## src/hdl/pfe_pkg.sv

```systemverilog
// Shared types and constants of the postfix expression evaluator.
// Depends on nothing; every other file refers to it by scoped names.
package pfe_pkg;

    // Operand stack geometry
    localparam int STACK_DEPTH = 64;
    localparam int PTR_W       = $clog2(STACK_DEPTH);
    localparam int CNT_W       = $clog2(STACK_DEPTH + 1);

    // Datapath and divider
    localparam int DATA_W     = 32;
    localparam int DIV_STEP_W = $clog2(DATA_W);

    // Command queue between front and back
    localparam int CMDQ_DEPTH = 2;
    localparam int CMDQ_PTR_W = (CMDQ_DEPTH > 1) ? $clog2(CMDQ_DEPTH) : 1;
    localparam int CMDQ_CNT_W = $clog2(CMDQ_DEPTH + 1);

    // Character codes
    localparam logic [7:0] CH_PLUS  = 8'h2B;
    localparam logic [7:0] CH_MINUS = 8'h2D;
    localparam logic [7:0] CH_STAR  = 8'h2A;
    localparam logic [7:0] CH_SLASH = 8'h2F;
    localparam logic [7:0] CH_ZERO  = 8'h30;
    localparam logic [7:0] CH_NINE  = 8'h39;

    typedef enum logic [1:0] {
        ST_OK    = 2'd0,
        ST_UNDER = 2'd1,
        ST_OVER  = 2'd2,
        ST_DIVZ  = 2'd3
    } t_status;

    typedef enum logic [1:0] {
        OP_ADD = 2'd0,
        OP_SUB = 2'd1,
        OP_MUL = 2'd2,
        OP_DIV = 2'd3
    } t_op;

    typedef struct packed {
        logic [7:0] char_code;
        logic       is_last;
    } t_in_item;

    typedef struct packed {
        logic signed [DATA_W-1:0] value;
        t_status                  status;
    } t_out_item;

    // One command per input beat that has work for the back end
    typedef struct packed {
        logic              do_push;
        logic [DATA_W-1:0] num;
        logic              do_op;
        t_op               op;
        logic              do_end;
    } t_cmd;

endpackage

```

## src/hdl/pfe_front.sv

```systemverilog
// Front end: accepts characters, builds decimal numbers, classifies them into commands.
// Depends on pfe_pkg; feeds pfe_cmdq.
module pfe_front (
    input  logic            i_clk,
    input  logic            i_rst_n,
    input  logic            i_push,
    output logic            o_full,
    input  pfe_pkg::t_in_item i_item,
    input  logic            i_q_full,
    output logic            o_q_push,
    output pfe_pkg::t_cmd   o_q_cmd
);

    logic [pfe_pkg::DATA_W-1:0] r_acc, n_acc;
    logic                       r_in_num, n_in_num;

    logic                       accept;
    logic                       is_digit;
    logic                       is_op;
    logic [7:0]                 digit_off;
    logic [pfe_pkg::DATA_W-1:0] acc_digit;
    pfe_pkg::t_op               op_code;

    assign o_full = i_q_full;
    assign accept = i_push & ~i_q_full;

    // Classify the character
    always_comb begin
        is_digit  = (i_item.char_code >= pfe_pkg::CH_ZERO) &&
                    (i_item.char_code <= pfe_pkg::CH_NINE);
        is_op     = (i_item.char_code == pfe_pkg::CH_PLUS)  ||
                    (i_item.char_code == pfe_pkg::CH_MINUS) ||
                    (i_item.char_code == pfe_pkg::CH_STAR)  ||
                    (i_item.char_code == pfe_pkg::CH_SLASH);
        digit_off = i_item.char_code - pfe_pkg::CH_ZERO;
        // acc * 10 + digit, wrapping
        acc_digit = (r_acc << 3) + (r_acc << 1) +
                    {{(pfe_pkg::DATA_W-4){1'b0}}, digit_off[3:0]};
        priority if (i_item.char_code == pfe_pkg::CH_MINUS) begin
            op_code = pfe_pkg::OP_SUB;
        end else if (i_item.char_code == pfe_pkg::CH_STAR) begin
            op_code = pfe_pkg::OP_MUL;
        end else if (i_item.char_code == pfe_pkg::CH_SLASH) begin
            op_code = pfe_pkg::OP_DIV;
        end else begin
            op_code = pfe_pkg::OP_ADD;
        end
    end

    // Build the command: flush a pending number, then operator, then end
    always_comb begin
        o_q_cmd.do_push = is_digit ? i_item.is_last : r_in_num;
        o_q_cmd.num     = is_digit ? acc_digit : r_acc;
        o_q_cmd.do_op   = is_op;
        o_q_cmd.op      = op_code;
        o_q_cmd.do_end  = i_item.is_last;
        o_q_push        = accept &&
                          (o_q_cmd.do_push || o_q_cmd.do_op || o_q_cmd.do_end);
    end

    // Advance the number accumulator
    always_comb begin
        n_acc    = r_acc;
        n_in_num = r_in_num;
        if (accept) begin
            if (is_digit && !i_item.is_last) begin
                n_acc    = acc_digit;
                n_in_num = 1'b1;
            end else begin
                n_acc    = '0;
                n_in_num = 1'b0;
            end
        end
    end

    always_ff @(posedge i_clk) begin
        if (!i_rst_n) begin
            r_acc    <= '0;
            r_in_num <= 1'b0;
        end else begin
            r_acc    <= n_acc;
            r_in_num <= n_in_num;
        end
    end

endmodule

```

## src/hdl/pfe_cmdq.sv

```systemverilog
// Short command queue that decouples the front end from the back end.
// Depends on pfe_pkg.
module pfe_cmdq (
    input  logic          i_clk,
    input  logic          i_rst_n,
    input  logic          i_push,
    input  pfe_pkg::t_cmd i_cmd,
    output logic          o_full,
    input  logic          i_pop,
    output logic          o_empty,
    output pfe_pkg::t_cmd o_head
);

    pfe_pkg::t_cmd                  r_mem [pfe_pkg::CMDQ_DEPTH];
    logic [pfe_pkg::CMDQ_PTR_W-1:0] r_wp, n_wp;
    logic [pfe_pkg::CMDQ_PTR_W-1:0] r_rp, n_rp;
    logic [pfe_pkg::CMDQ_CNT_W-1:0] r_cnt, n_cnt;
    logic                           do_wr;
    logic                           do_rd;

    localparam logic [pfe_pkg::CMDQ_PTR_W-1:0] LastPtr =
        pfe_pkg::CMDQ_PTR_W'(pfe_pkg::CMDQ_DEPTH - 1);

    assign o_full  = (r_cnt == pfe_pkg::CMDQ_CNT_W'(pfe_pkg::CMDQ_DEPTH));
    assign o_empty = (r_cnt == '0);
    assign o_head  = r_mem[r_rp];
    assign do_wr   = i_push & ~o_full;
    assign do_rd   = i_pop & ~o_empty;

    // Advance pointers and fill count
    always_comb begin
        n_wp  = r_wp;
        n_rp  = r_rp;
        n_cnt = r_cnt;
        if (do_wr) begin
            n_wp = (r_wp == LastPtr) ? '0 : r_wp + 1'b1;
        end
        if (do_rd) begin
            n_rp = (r_rp == LastPtr) ? '0 : r_rp + 1'b1;
        end
        if (do_wr && !do_rd) begin
            n_cnt = r_cnt + 1'b1;
        end else if (do_rd && !do_wr) begin
            n_cnt = r_cnt - 1'b1;
        end
    end

    always_ff @(posedge i_clk) begin
        if (!i_rst_n) begin
            r_wp  <= '0;
            r_rp  <= '0;
            r_cnt <= '0;
        end else begin
            r_wp  <= n_wp;
            r_rp  <= n_rp;
            r_cnt <= n_cnt;
        end
    end

    // Store the incoming command
    always_ff @(posedge i_clk) begin
        if (do_wr) begin
            r_mem[r_wp] <= i_cmd;
        end
    end

endmodule

```

## src/hdl/pfe_div.sv

```systemverilog
// Iterative signed divider, one quotient bit per cycle, truncating toward zero.
// Depends on pfe_pkg; used by pfe_back.
module pfe_div (
    input  logic                       i_clk,
    input  logic                       i_rst_n,
    input  logic                       i_start,
    input  logic [pfe_pkg::DATA_W-1:0] i_dividend,
    input  logic [pfe_pkg::DATA_W-1:0] i_divisor,
    output logic                       o_done,
    output logic [pfe_pkg::DATA_W-1:0] o_quotient
);

    localparam int W = pfe_pkg::DATA_W;

    typedef enum logic [2:0] {
        D_IDLE = 3'b001,
        D_RUN  = 3'b010,
        D_DONE = 3'b100
    } t_dstate;

    t_dstate                       r_state, n_state;
    logic [W-1:0]                  r_quo, n_quo;
    logic [W-1:0]                  r_rem, n_rem;
    logic [W-1:0]                  r_den, n_den;
    logic                          r_neg, n_neg;
    logic [pfe_pkg::DIV_STEP_W-1:0] r_step, n_step;

    logic [W:0]   shifted;
    logic [W+1:0] trial;

    assign o_done     = (r_state == D_DONE);
    assign o_quotient = r_neg ? (~r_quo + 1'b1) : r_quo;

    // One restoring step: shift in the next dividend bit, try to subtract
    always_comb begin
        shifted = {r_rem, r_quo[W-1]};
        trial   = {1'b0, shifted} - {2'b00, r_den};
    end

    always_comb begin
        n_state = r_state;
        n_quo   = r_quo;
        n_rem   = r_rem;
        n_den   = r_den;
        n_neg   = r_neg;
        n_step  = r_step;
        unique case (r_state)
            D_IDLE: begin
                if (i_start) begin
                    n_quo   = i_dividend[W-1] ? (~i_dividend + 1'b1) : i_dividend;
                    n_den   = i_divisor[W-1] ? (~i_divisor + 1'b1) : i_divisor;
                    n_neg   = i_dividend[W-1] ^ i_divisor[W-1];
                    n_rem   = '0;
                    n_step  = '0;
                    n_state = D_RUN;
                end
            end
            D_RUN: begin
                if (!trial[W+1]) begin
                    n_rem = trial[W-1:0];
                    n_quo = {r_quo[W-2:0], 1'b1};
                end else begin
                    n_rem = shifted[W-1:0];
                    n_quo = {r_quo[W-2:0], 1'b0};
                end
                n_step = r_step + 1'b1;
                if (r_step == pfe_pkg::DIV_STEP_W'(W - 1)) begin
                    n_state = D_DONE;
                end
            end
            D_DONE: begin
                n_state = D_IDLE;
            end
            default: begin
                n_state = D_IDLE;
            end
        endcase
    end

    always_ff @(posedge i_clk) begin
        if (!i_rst_n) begin
            r_state <= D_IDLE;
        end else begin
            r_state <= n_state;
        end
    end

    always_ff @(posedge i_clk) begin
        r_quo  <= n_quo;
        r_rem  <= n_rem;
        r_den  <= n_den;
        r_neg  <= n_neg;
        r_step <= n_step;
    end

endmodule

```

## src/hdl/pfe_back.sv

```systemverilog
// Back end: operand stack, arithmetic, error tracking and the result register.
// Depends on pfe_pkg and pfe_div.
module pfe_back (
    input  logic               i_clk,
    input  logic               i_rst_n,
    input  logic               i_q_empty,
    input  pfe_pkg::t_cmd      i_q_head,
    output logic               o_q_pop,
    input  logic               i_res_pop,
    output logic               o_res_empty,
    output pfe_pkg::t_out_item o_result
);

    localparam int W = pfe_pkg::DATA_W;

    typedef enum logic [5:0] {
        B_IDLE = 6'b000001,
        B_PUSH = 6'b000010,
        B_RDA  = 6'b000100,
        B_EXEC = 6'b001000,
        B_DIV  = 6'b010000,
        B_END  = 6'b100000
    } t_bstate;

    // Operand stack memory
    logic [W-1:0] r_stack [pfe_pkg::STACK_DEPTH];

    t_bstate                     r_state, n_state;
    pfe_pkg::t_cmd               r_cmd, n_cmd;
    logic [pfe_pkg::CNT_W-1:0]   r_cnt, n_cnt;
    pfe_pkg::t_status            r_err, n_err;
    logic [W-1:0]                r_top, n_top;
    logic [W-1:0]                r_rd;
    pfe_pkg::t_out_item          r_res, n_res;
    logic                        r_res_vld, n_res_vld;

    logic                        we;
    logic [pfe_pkg::PTR_W-1:0]   waddr;
    logic [W-1:0]                wdata;
    logic                        stack_full;
    logic [pfe_pkg::CNT_W-1:0]   below_idx;
    logic [pfe_pkg::PTR_W-1:0]   below_ptr;
    logic [W-1:0]                alu;
    logic                        div_start;
    logic                        div_done;
    logic [W-1:0]                div_quo;
    t_bstate                     after_op;

    assign o_res_empty = ~r_res_vld;
    assign o_result    = r_res;

    assign stack_full = (r_cnt == pfe_pkg::CNT_W'(pfe_pkg::STACK_DEPTH));
    assign below_idx  = r_cnt - pfe_pkg::CNT_W'(2);
    assign below_ptr  = below_idx[pfe_pkg::PTR_W-1:0];
    assign after_op   = r_cmd.do_end ? B_END : B_IDLE;
    assign div_start  = (r_state == B_EXEC) && (r_cmd.op == pfe_pkg::OP_DIV) &&
                        (r_top != '0);

    // Add, subtract, multiply on (below, top)
    always_comb begin
        unique case (r_cmd.op)
            pfe_pkg::OP_ADD: alu = r_rd + r_top;
            pfe_pkg::OP_SUB: alu = r_rd - r_top;
            pfe_pkg::OP_MUL: alu = r_rd * r_top;
            default:         alu = '0;
        endcase
    end

    pfe_div u_div (
        .i_clk      (i_clk),
        .i_rst_n    (i_rst_n),
        .i_start    (div_start),
        .i_dividend (r_rd),
        .i_divisor  (r_top),
        .o_done     (div_done),
        .o_quotient (div_quo)
    );

    // Sequence each command: push, operator, end of expression
    always_comb begin
        n_state   = r_state;
        n_cmd     = r_cmd;
        n_cnt     = r_cnt;
        n_err     = r_err;
        n_top     = r_top;
        n_res     = r_res;
        n_res_vld = r_res_vld & ~i_res_pop;
        o_q_pop   = 1'b0;
        we        = 1'b0;
        waddr     = r_cnt[pfe_pkg::PTR_W-1:0];
        wdata     = r_cmd.num;
        unique case (r_state)
            B_IDLE: begin
                if (!i_q_empty) begin
                    o_q_pop = 1'b1;
                    n_cmd   = i_q_head;
                    n_state = B_PUSH;
                end
            end
            B_PUSH: begin
                if (r_cmd.do_push) begin
                    if (stack_full) begin
                        if (r_err == pfe_pkg::ST_OK) begin
                            n_err = pfe_pkg::ST_OVER;
                        end
                    end else begin
                        we    = 1'b1;
                        n_cnt = r_cnt + 1'b1;
                        n_top = r_cmd.num;
                    end
                end
                if (r_cmd.do_op) begin
                    n_state = B_RDA;
                end else begin
                    n_state = after_op;
                end
            end
            B_RDA: begin
                // the below-top operand is read this cycle
                if (r_cnt < pfe_pkg::CNT_W'(2)) begin
                    if (r_err == pfe_pkg::ST_OK) begin
                        n_err = pfe_pkg::ST_UNDER;
                    end
                    n_state = after_op;
                end else begin
                    n_state = B_EXEC;
                end
            end
            B_EXEC: begin
                if (r_cmd.op != pfe_pkg::OP_DIV) begin
                    we      = 1'b1;
                    waddr   = below_ptr;
                    wdata   = alu;
                    n_top   = alu;
                    n_cnt   = r_cnt - 1'b1;
                    n_state = after_op;
                end else if (r_top == '0) begin
                    if (r_err == pfe_pkg::ST_OK) begin
                        n_err = pfe_pkg::ST_DIVZ;
                    end
                    we      = 1'b1;
                    waddr   = below_ptr;
                    wdata   = '0;
                    n_top   = '0;
                    n_cnt   = r_cnt - 1'b1;
                    n_state = after_op;
                end else begin
                    n_state = B_DIV;
                end
            end
            B_DIV: begin
                if (div_done) begin
                    we      = 1'b1;
                    waddr   = below_ptr;
                    wdata   = div_quo;
                    n_top   = div_quo;
                    n_cnt   = r_cnt - 1'b1;
                    n_state = after_op;
                end
            end
            B_END: begin
                // hold until the result register is free
                if (!r_res_vld || i_res_pop) begin
                    if (r_cnt == '0) begin
                        n_res.value  = '0;
                        n_res.status = (r_err == pfe_pkg::ST_OK) ?
                                       pfe_pkg::ST_UNDER : r_err;
                    end else begin
                        n_res.value  = r_top;
                        n_res.status = r_err;
                    end
                    n_res_vld = 1'b1;
                    n_cnt     = '0;
                    n_err     = pfe_pkg::ST_OK;
                    n_state   = B_IDLE;
                end
            end
            default: begin
                n_state = B_IDLE;
            end
        endcase
    end

    always_ff @(posedge i_clk) begin
        if (!i_rst_n) begin
            r_state   <= B_IDLE;
            r_cnt     <= '0;
            r_err     <= pfe_pkg::ST_OK;
            r_res_vld <= 1'b0;
        end else begin
            r_state   <= n_state;
            r_cnt     <= n_cnt;
            r_err     <= n_err;
            r_res_vld <= n_res_vld;
        end
    end

    always_ff @(posedge i_clk) begin
        r_cmd <= n_cmd;
        r_top <= n_top;
        r_res <= n_res;
    end

    // Stack memory: one write port, one registered read port
    always_ff @(posedge i_clk) begin
        if (we) begin
            r_stack[waddr] <= wdata;
        end
        r_rd <= r_stack[below_ptr];
    end

endmodule

```

## src/hdl/postfix_evaluator.sv

```systemverilog
// Postfix expression evaluator: top level joining front end, command queue and back end.
// Depends on pfe_pkg, pfe_front, pfe_cmdq, pfe_back.
//
// Input channel: one ASCII character per beat (char_code, is_last), taken when
// push is high and full is low. Result channel: one beat (value, status) per
// expression, shown while empty is low and taken when pop is high.
// The front end takes a character and hands a command to a
// two-entry queue; digits that do not end the expression make no command.
// For each command the back end fetches it, runs the push step (even
// with no number), for an operator reads the below-top operand and
// executes it, waiting on the bit-serial divider for / by a nonzero value,
// and loads the result when the command ends the expression; the worst
// case is a final /. The result follows once earlier commands have drained.
// When the receiver stalls, the result holds in its output register; the back
// end waits at the next end of expression while the front keeps filling the
// queue until full rises.
// Reset (synchronous, active low) empties the queue and the stack and clears
// the error; the stack memory needs no clearing pass.
module postfix_evaluator (
    input  logic               i_clk,
    input  logic               i_rst_n,
    input  logic               push,
    output logic               full,
    input  pfe_pkg::t_in_item  i_item,
    output logic               empty,
    input  logic               pop,
    output pfe_pkg::t_out_item o_result
);

    logic          q_push;
    pfe_pkg::t_cmd q_cmd;
    logic          q_full;
    logic          q_pop;
    logic          q_empty;
    pfe_pkg::t_cmd q_head;

    pfe_front u_front (
        .i_clk    (i_clk),
        .i_rst_n  (i_rst_n),
        .i_push   (push),
        .o_full   (full),
        .i_item   (i_item),
        .i_q_full (q_full),
        .o_q_push (q_push),
        .o_q_cmd  (q_cmd)
    );

    pfe_cmdq u_cmdq (
        .i_clk   (i_clk),
        .i_rst_n (i_rst_n),
        .i_push  (q_push),
        .i_cmd   (q_cmd),
        .o_full  (q_full),
        .i_pop   (q_pop),
        .o_empty (q_empty),
        .o_head  (q_head)
    );

    pfe_back u_back (
        .i_clk       (i_clk),
        .i_rst_n     (i_rst_n),
        .i_q_empty   (q_empty),
        .i_q_head    (q_head),
        .o_q_pop     (q_pop),
        .i_res_pop   (pop),
        .o_res_empty (empty),
        .o_result    (o_result)
    );

endmodule

```

## config.mk

```make
export PLATFORM = sky130hd
export DESIGN_NAME = postfix_evaluator
export DESIGN_NICKNAME = d
export VERILOG_FILES = /design/src/hdl/pfe_pkg.sv /design/src/hdl/pfe_front.sv /design/src/hdl/pfe_cmdq.sv /design/src/hdl/pfe_div.sv /design/src/hdl/pfe_back.sv /design/src/hdl/postfix_evaluator.sv
export SDC_FILE = /design/constraint.sdc
export NUM_CORES = 2
export LEC_CHECK = 0
export BUFFER_PORTS_ARGS = -buffer_cell sky130_fd_sc_hd__buf_2
export CORE_MARGIN = 2
export CORE_UTILIZATION = 63
export CTS_BUF_LIST = sky130_fd_sc_hd__clkbuf_16
export CTS_CLUSTER_SIZE = 24
export DETAILED_ROUTE_END_ITERATION = 8
export PLACE_DENSITY = 0.79
export SYNTH_ARGS = -nofsm -noshare
export SYNTH_HDL_FRONTEND = slang
export SYNTH_SLANG_ARGS = --single-unit
```

## constraint.sdc

```tcl
create_clock -name i_clk -period 11.27 [get_ports i_clk]
set_clock_uncertainty 0.1 [all_clocks]
set_input_delay 0.5635 -clock i_clk [delete_from_list [all_inputs] [get_ports i_clk]]
set_output_delay 0.5635 -clock i_clk [all_outputs]
set_load 0.01 [all_outputs]
```

-- After elaboration in Yosys (flattened, before gate mapping)
Memories as Yosys holds them, arrays and structs flattened. A register that Yosys moved wholly into a read port is not among the register bits.
Index checks and enable logic that the tools add are counted.
- memories kept: 2
- input bits: 13
- RAM bits: 2122
- bits in registers: 224
- word-level logic and storage cells: 206
- memory list (name ; words ; width ; read ports ; clocked after Yosys merged registers in ; write ports ; line ; source):
    u_back.r_stack ; 64 ; 32 ; 1 ; 1 ; 1 ; pfe_back.sv:26 ; logic [W-1:0] r_stack [pfe_pkg::STACK_DEPTH];
    u_cmdq.r_mem ; 2 ; 37 ; 1 ; 1 ; 1 ; pfe_cmdq.sv:14 ; pfe_pkg::t_cmd r_mem [pfe_pkg::CMDQ_DEPTH];
- equal/unequal tests: 34
- muxes and demuxes: 81
- multipliers: 1
- magnitude comparators: 3
- reduce and logical (&&, ||, !) cells: 37
- bitwise gates (word level): 12
- $add $sub $neg: 17
- operators by type and width (kind ; number):
    $mux 32 ; 15
    $pmux 32 s2 ; 3
    $pmux 32 s3 ; 2
    $add 32x1->32 const B ; 3
    $not 32->32 ; 3
    $mux 6 ; 11
    $add 32x32->32 ; 2
    $mux 7 ; 6
    $pmux 6 s6 ; 1
    $sub 33x32->34 ; 1
    $add 32x4->32 ; 1
    $eq 8x6->1 const B ; 4
    $logic_not 32->1 ; 1
    $mul 32x32->32 ; 1
    $reduce_bool 32->1 ; 1
    $sub 32x32->32 ; 1
    $mux 31 ; 1
    $mux 2 ; 15
    $pmux 7 s4 ; 1
    $mux 1 ; 18
    $ne 2x1->1 const B ; 7
    $ne 2x2->1 const B ; 7
    $pmux 6 s2 ; 1
    $pmux 5 s2 ; 1
    46 further kinds ; 78

-- Longest topological paths before layout
- depth in word-level cells: 12
- gate-level depth with buffers: 28
- depth with buffers taken out: 26

-- Cells and area by module
Synthesis repeated with hierarchy kept, for this count alone.
- cells, all modules: 7090
- area total of the unflattened synthesis: 116640.6 µm²
- modules (own cells, without submodules) (module ; sequential area each (µm²) ; cells each ; area an instance (µm²) ; times used):
    pfe_back ; 65552.9 ; 5578 ; 102101.7 ; 1
    pfe_div ; 3123.0 ; 825 ; 7553.5 ; 1
    pfe_front ; 660.6 ; 547 ; 4085.2 ; 1
    pfe_cmdq ; 2322.2 ; 140 ; 2900.3 ; 1

-- Worst setup path before layout
OpenSTA, ideal clock, no wires.
- kind: reg2reg
- start: register u_back.r_top[7]
- end: memory u_back.r_stack[0][28] (netlist name), data pin
- buffers on the path: 2
- clock period less this slack: 8.365 ns
- setup slack: 2.905 ns
- data arrival time: 7.658 ns
- required time: 10.563 ns
- cell stages (with the launch flop): 24
- cells stage by stage: edfxtp_1 clkbuf_1 clkbuf_1 and2_1 fa_1 fa_1 fa_1 inv_1 fa_1 inv_1 fa_1 ha_1 fa_1 fa_1 ha_1 a21o_1 a221o_1 and2_1 a41oi_1 o21ai_0 a31oi_1 xnor2_1 a221oi_1 o211ai_1
- longest elaborated chain between the ends: 4
- elaborated cells on any way between the ends: 8
- those cells by class: 2 x add/sub; 1 x mul; 4 x mux; 1 x reduce/logical
- RTL lines (element ; line ; source):
    start: declaration ; pfe_back.sv:32 ; logic [W-1:0] r_top, n_top;
    start signal: assignment ; pfe_back.sv:200 ; r_top <= n_top;
    $mul 32x32->32, or another cell as far along ; pfe_back.sv:64 ; pfe_pkg::OP_MUL: alu = r_rd * r_top;
    $pmux 32 s3 / $mux 32 (equally long branches) ; pfe_back.sv:61, pfe_back.sv:137 ;
    $mux 32 * ; pfe_back.sv:130 ; if (r_cmd.op != pfe_pkg::OP_DIV) begin
    $pmux 32 s2 * ; pfe_back.sv:92 ; unique case (r_state)
    via u_back.wdata[28] ; pfe_back.sv:39 ; logic [W-1:0] wdata;
    end: declaration ; pfe_back.sv:26 ;
The timed path passes the listed nets; every way through them passes the cells marked *.

-- Worst setup path in the final report
- start: register u_back.r_top[3]
- end: memory u_back.r_stack[25][29] (netlist name), data pin
Same word-level chain as after synthesis.

==> results.toml <==
[hold_path]
min_path_type = "in2reg"
hp-start = "i_item[5]"

[clock_tree]
cts.sinks = 2415
htreeDepth = 4
cts_root_buf = "clkbuf_16"
clockBufferDepth = 3
clock_latency_ps = 900
post_cts_buffers = 0
tritoncts = "built"
cts-resized-gates = 0
cts_buffers = 228
cts_hold_buf = 5
path_clk_slew_ps = 70

[sta]
setup_slack_ps = 1870
setup_tns_ps = 0
fin_crit_sh_pct = 83.5
finalCriticalPeriod_ps = 9410
finalSetupViolCount = 0
slew_violations = 0
hold_ws_ps = 89.9
worst_pin_slew_ps = 1460
max-slew-margin-rel_pct = 2.86
hold_viol = 0
rsz0062_at_grt = "false"
clock.fmax_ghz = 0.106

[global_routing]
gr-total-overflow = 0
grt_pass1_wl_um = 482000
antenna_found_initial = 21
grt_max_degree = 133
grt_use_total_pct = 36.5
grt_pass1_vias = 67981

[placed_design]
place.port_buffers = 48
place.gp.congestion = 0.982
place_area_mm2 = 0.120
dp_cells = 9168
hpwl_um = 188000
pre_cts_slack_ps = 2340

[layout]
utilization_pct = 69.7
final_cells = 9601
area_growth_pct = 10.2
finalNetCount = 7702
drive_gt1_share_pct = 20.1
postLayoutCellArea_mm2 = 0.127
layout_common_cells = "edfxtp_1 (2327), mux4_2 (664), inv_1 (481)"
final_common_cell = "edfxtp_1"

[critical_path]
path_depth = 21
path_buf_inv = 3
cp_data_arrival_time_ps = 9800
cp_slowest_cell = "o21ai_0"
end_kind = "register"
rrSetupSlack_ps = 1870
setup.worst_path.class = "reg2reg"
crit_fanout = 64
start_kind = "register"
crit_path_max_incr_delay_ps = 970
crit_top_cell = "fa_1"
r2r-end = "u_back.r_stack[25][29]"
worst_ep_required_time_ps = 11660
cp_top_family = "adder cells"
worst_r2r_startpoint = "u_back.r_top[3]"
path_cells = "buf_4 > and2_1 > fa_1 > inv_1 > fa_1 > fa_1 > fa_1 > inv_1 > fa_1 > fa_1 > fa_1 > fa_1 > ha_1 > a21o_1 > a21oi_1 > o211ai_1 > o21ai_0 > o21ai_0 > xnor2_1 > o22ai_1 > a221o_2"
worstSetupStartpoint = "u_back.r_top[3]"
r2r_cells = 21
crit_end = "u_back.r_stack[25][29]"

[synth]
synth-edff-count = 2327
syn_nets = 7590
syn_inst = 6907
syn_avg_cell_area_um2 = 16.7
synth_seq_cells = 2415
synth_ff_type = "edfxtp_1"
synth_area_mm2 = 0.116
ys_seq_area_share_pct = 62.0
yosysWarnings = 0
synth_top_area_share_pct = 60.4
synth_top_area_cell = "edfxtp_1"
post_synth_main_area_contributors = "edfxtp_1 (60%), mux4_2 (13%), fa_1 (7.2%)"
yosys.cell_types.count = 92
synth_async_sr_flop_share_pct = 0

[route]
num_vias = 67059
drtPass1Iterations = 7
drt_iter0_drc = 9870
drt-vias-per-instance = 6.98
drc_errors = 0
postRouteAntennaNets = 0
totalWireLength_um = 334000
wl_per_cell_um = 34.8

[floorplanning]
dieArea_mm2 = 0.187
rows = 157
core_area_mm2 = 0.183
ios = 49
die_w_um = 432
die_y_um = 432
initial_core_util_pct = 63.3

[pwr]
powerDensity_mw_per_mm2 = 237
leakage_nw = 43.6
ir_drop_mv = 0.505
power_mw = 30.2

[job]
max_cap_violations = 0

[outcome]
outcome = "finished clean"
==> report_power, final <==
group | switching, mW | internal (mW)
combinational | 7.00 | 4.43
sequential | 0.114 | 10.7
clock | 3.51 | 4.51
==> cell families (layout without fill, tap and decap cells) <==
kind of cell / count (synthesis) / in the layout / share of synthesized area (%)
flops: 2415 / 2415 / 62.0
simple gates: 1339 / 1339 / 5.85
buf+inv: 817 / 1119 / 2.68
mux: 741 / 741 / 13.7
fa+ha+maj: 670 / 670 / 9.93
compound gates: 634 / 634 / 3.71
xor+xnor: 291 / 291 / 2.20
other cells: 0 / 7 / 0
==> sequential cells by signal, indices dropped and copies added, names as in the netlist, 2 cells and up <==
signal and flops:
u_back.r_cmd 37, u_cmdq.r_cnt 2, u_back.r_stack 2048, u_back.u_div.r_state 3
u_back.r_cnt 7, u_back.r_state 6, u_cmdq.r_mem 74, u_back.r_err 2
u_back.r_top 32, u_back.r_rd 32, u_back.o_result 34, u_back.u_div.r_step 5
u_front.r_acc 32, u_back.u_div.r_quo 32, u_back.u_div.r_den 32, u_back.u_div.r_rem 32
==> synthesized netlist by cell type, types with 42 or more instances <==
master / instances
ha_1: 257
nor2b_1: 94
mux2_2: 62
clkbuf_1: 297
nand2_1: 476
nand2b_1: 42
a21o_1: 58
dfxtp_1: 88
and2_1: 327
nor3_1: 45
fa_1: 413
xnor2_1: 170
inv_1: 450
nor2_1: 193
buf_1: 50
mux4_2: 664
o21ai_0: 155
a21oi_1: 124
xor2_1: 121
edfxtp_1: 2327
==> tightest hold or removal path: stages <==
cell      delay (ps)
buf_2            100
nand3b_1         150
nor2_1            70
==> per-layer routing <==
layer	GRT usage [%]	vias up	part of all wire, %
met3	8.14	1178	12
met5	0	-	0.028
met4	19.2	12	6.4
li1	-	26384	-
met2	57.7	5205	48
met1	47.9	34280	34
==> how the worst min path moves through the flow <==
stage	to	slack (ps)	depth (start not counted)
finish	u_cmdq.r_mem[1][2]	90	3
global route	u_cmdq.r_mem[1][2]	100	3
CTS	u_cmdq.r_mem[1][2]	20	3
floorplan	u_front.r_in_num	340	2
detailed placement	u_front.r_in_num	360	2
global placement	u_front.r_in_num	350	2
==> layout make-up <==
type | instances | area, um2
Fill cell | 11002 | 55300
Tap cell | 2385 | 2980
Clock buffer | 229 | 5730
Sequential cell | 2415 | 71600
Antenna cell | 7 | 17.5
Multi-Input combinational cell | 3675 | 41500
Inverter | 450 | 1690
Clock inverter | 191 | 1990
Timing Repair Buffer | 249 | 1850
(Power assumes the default switching activity.)
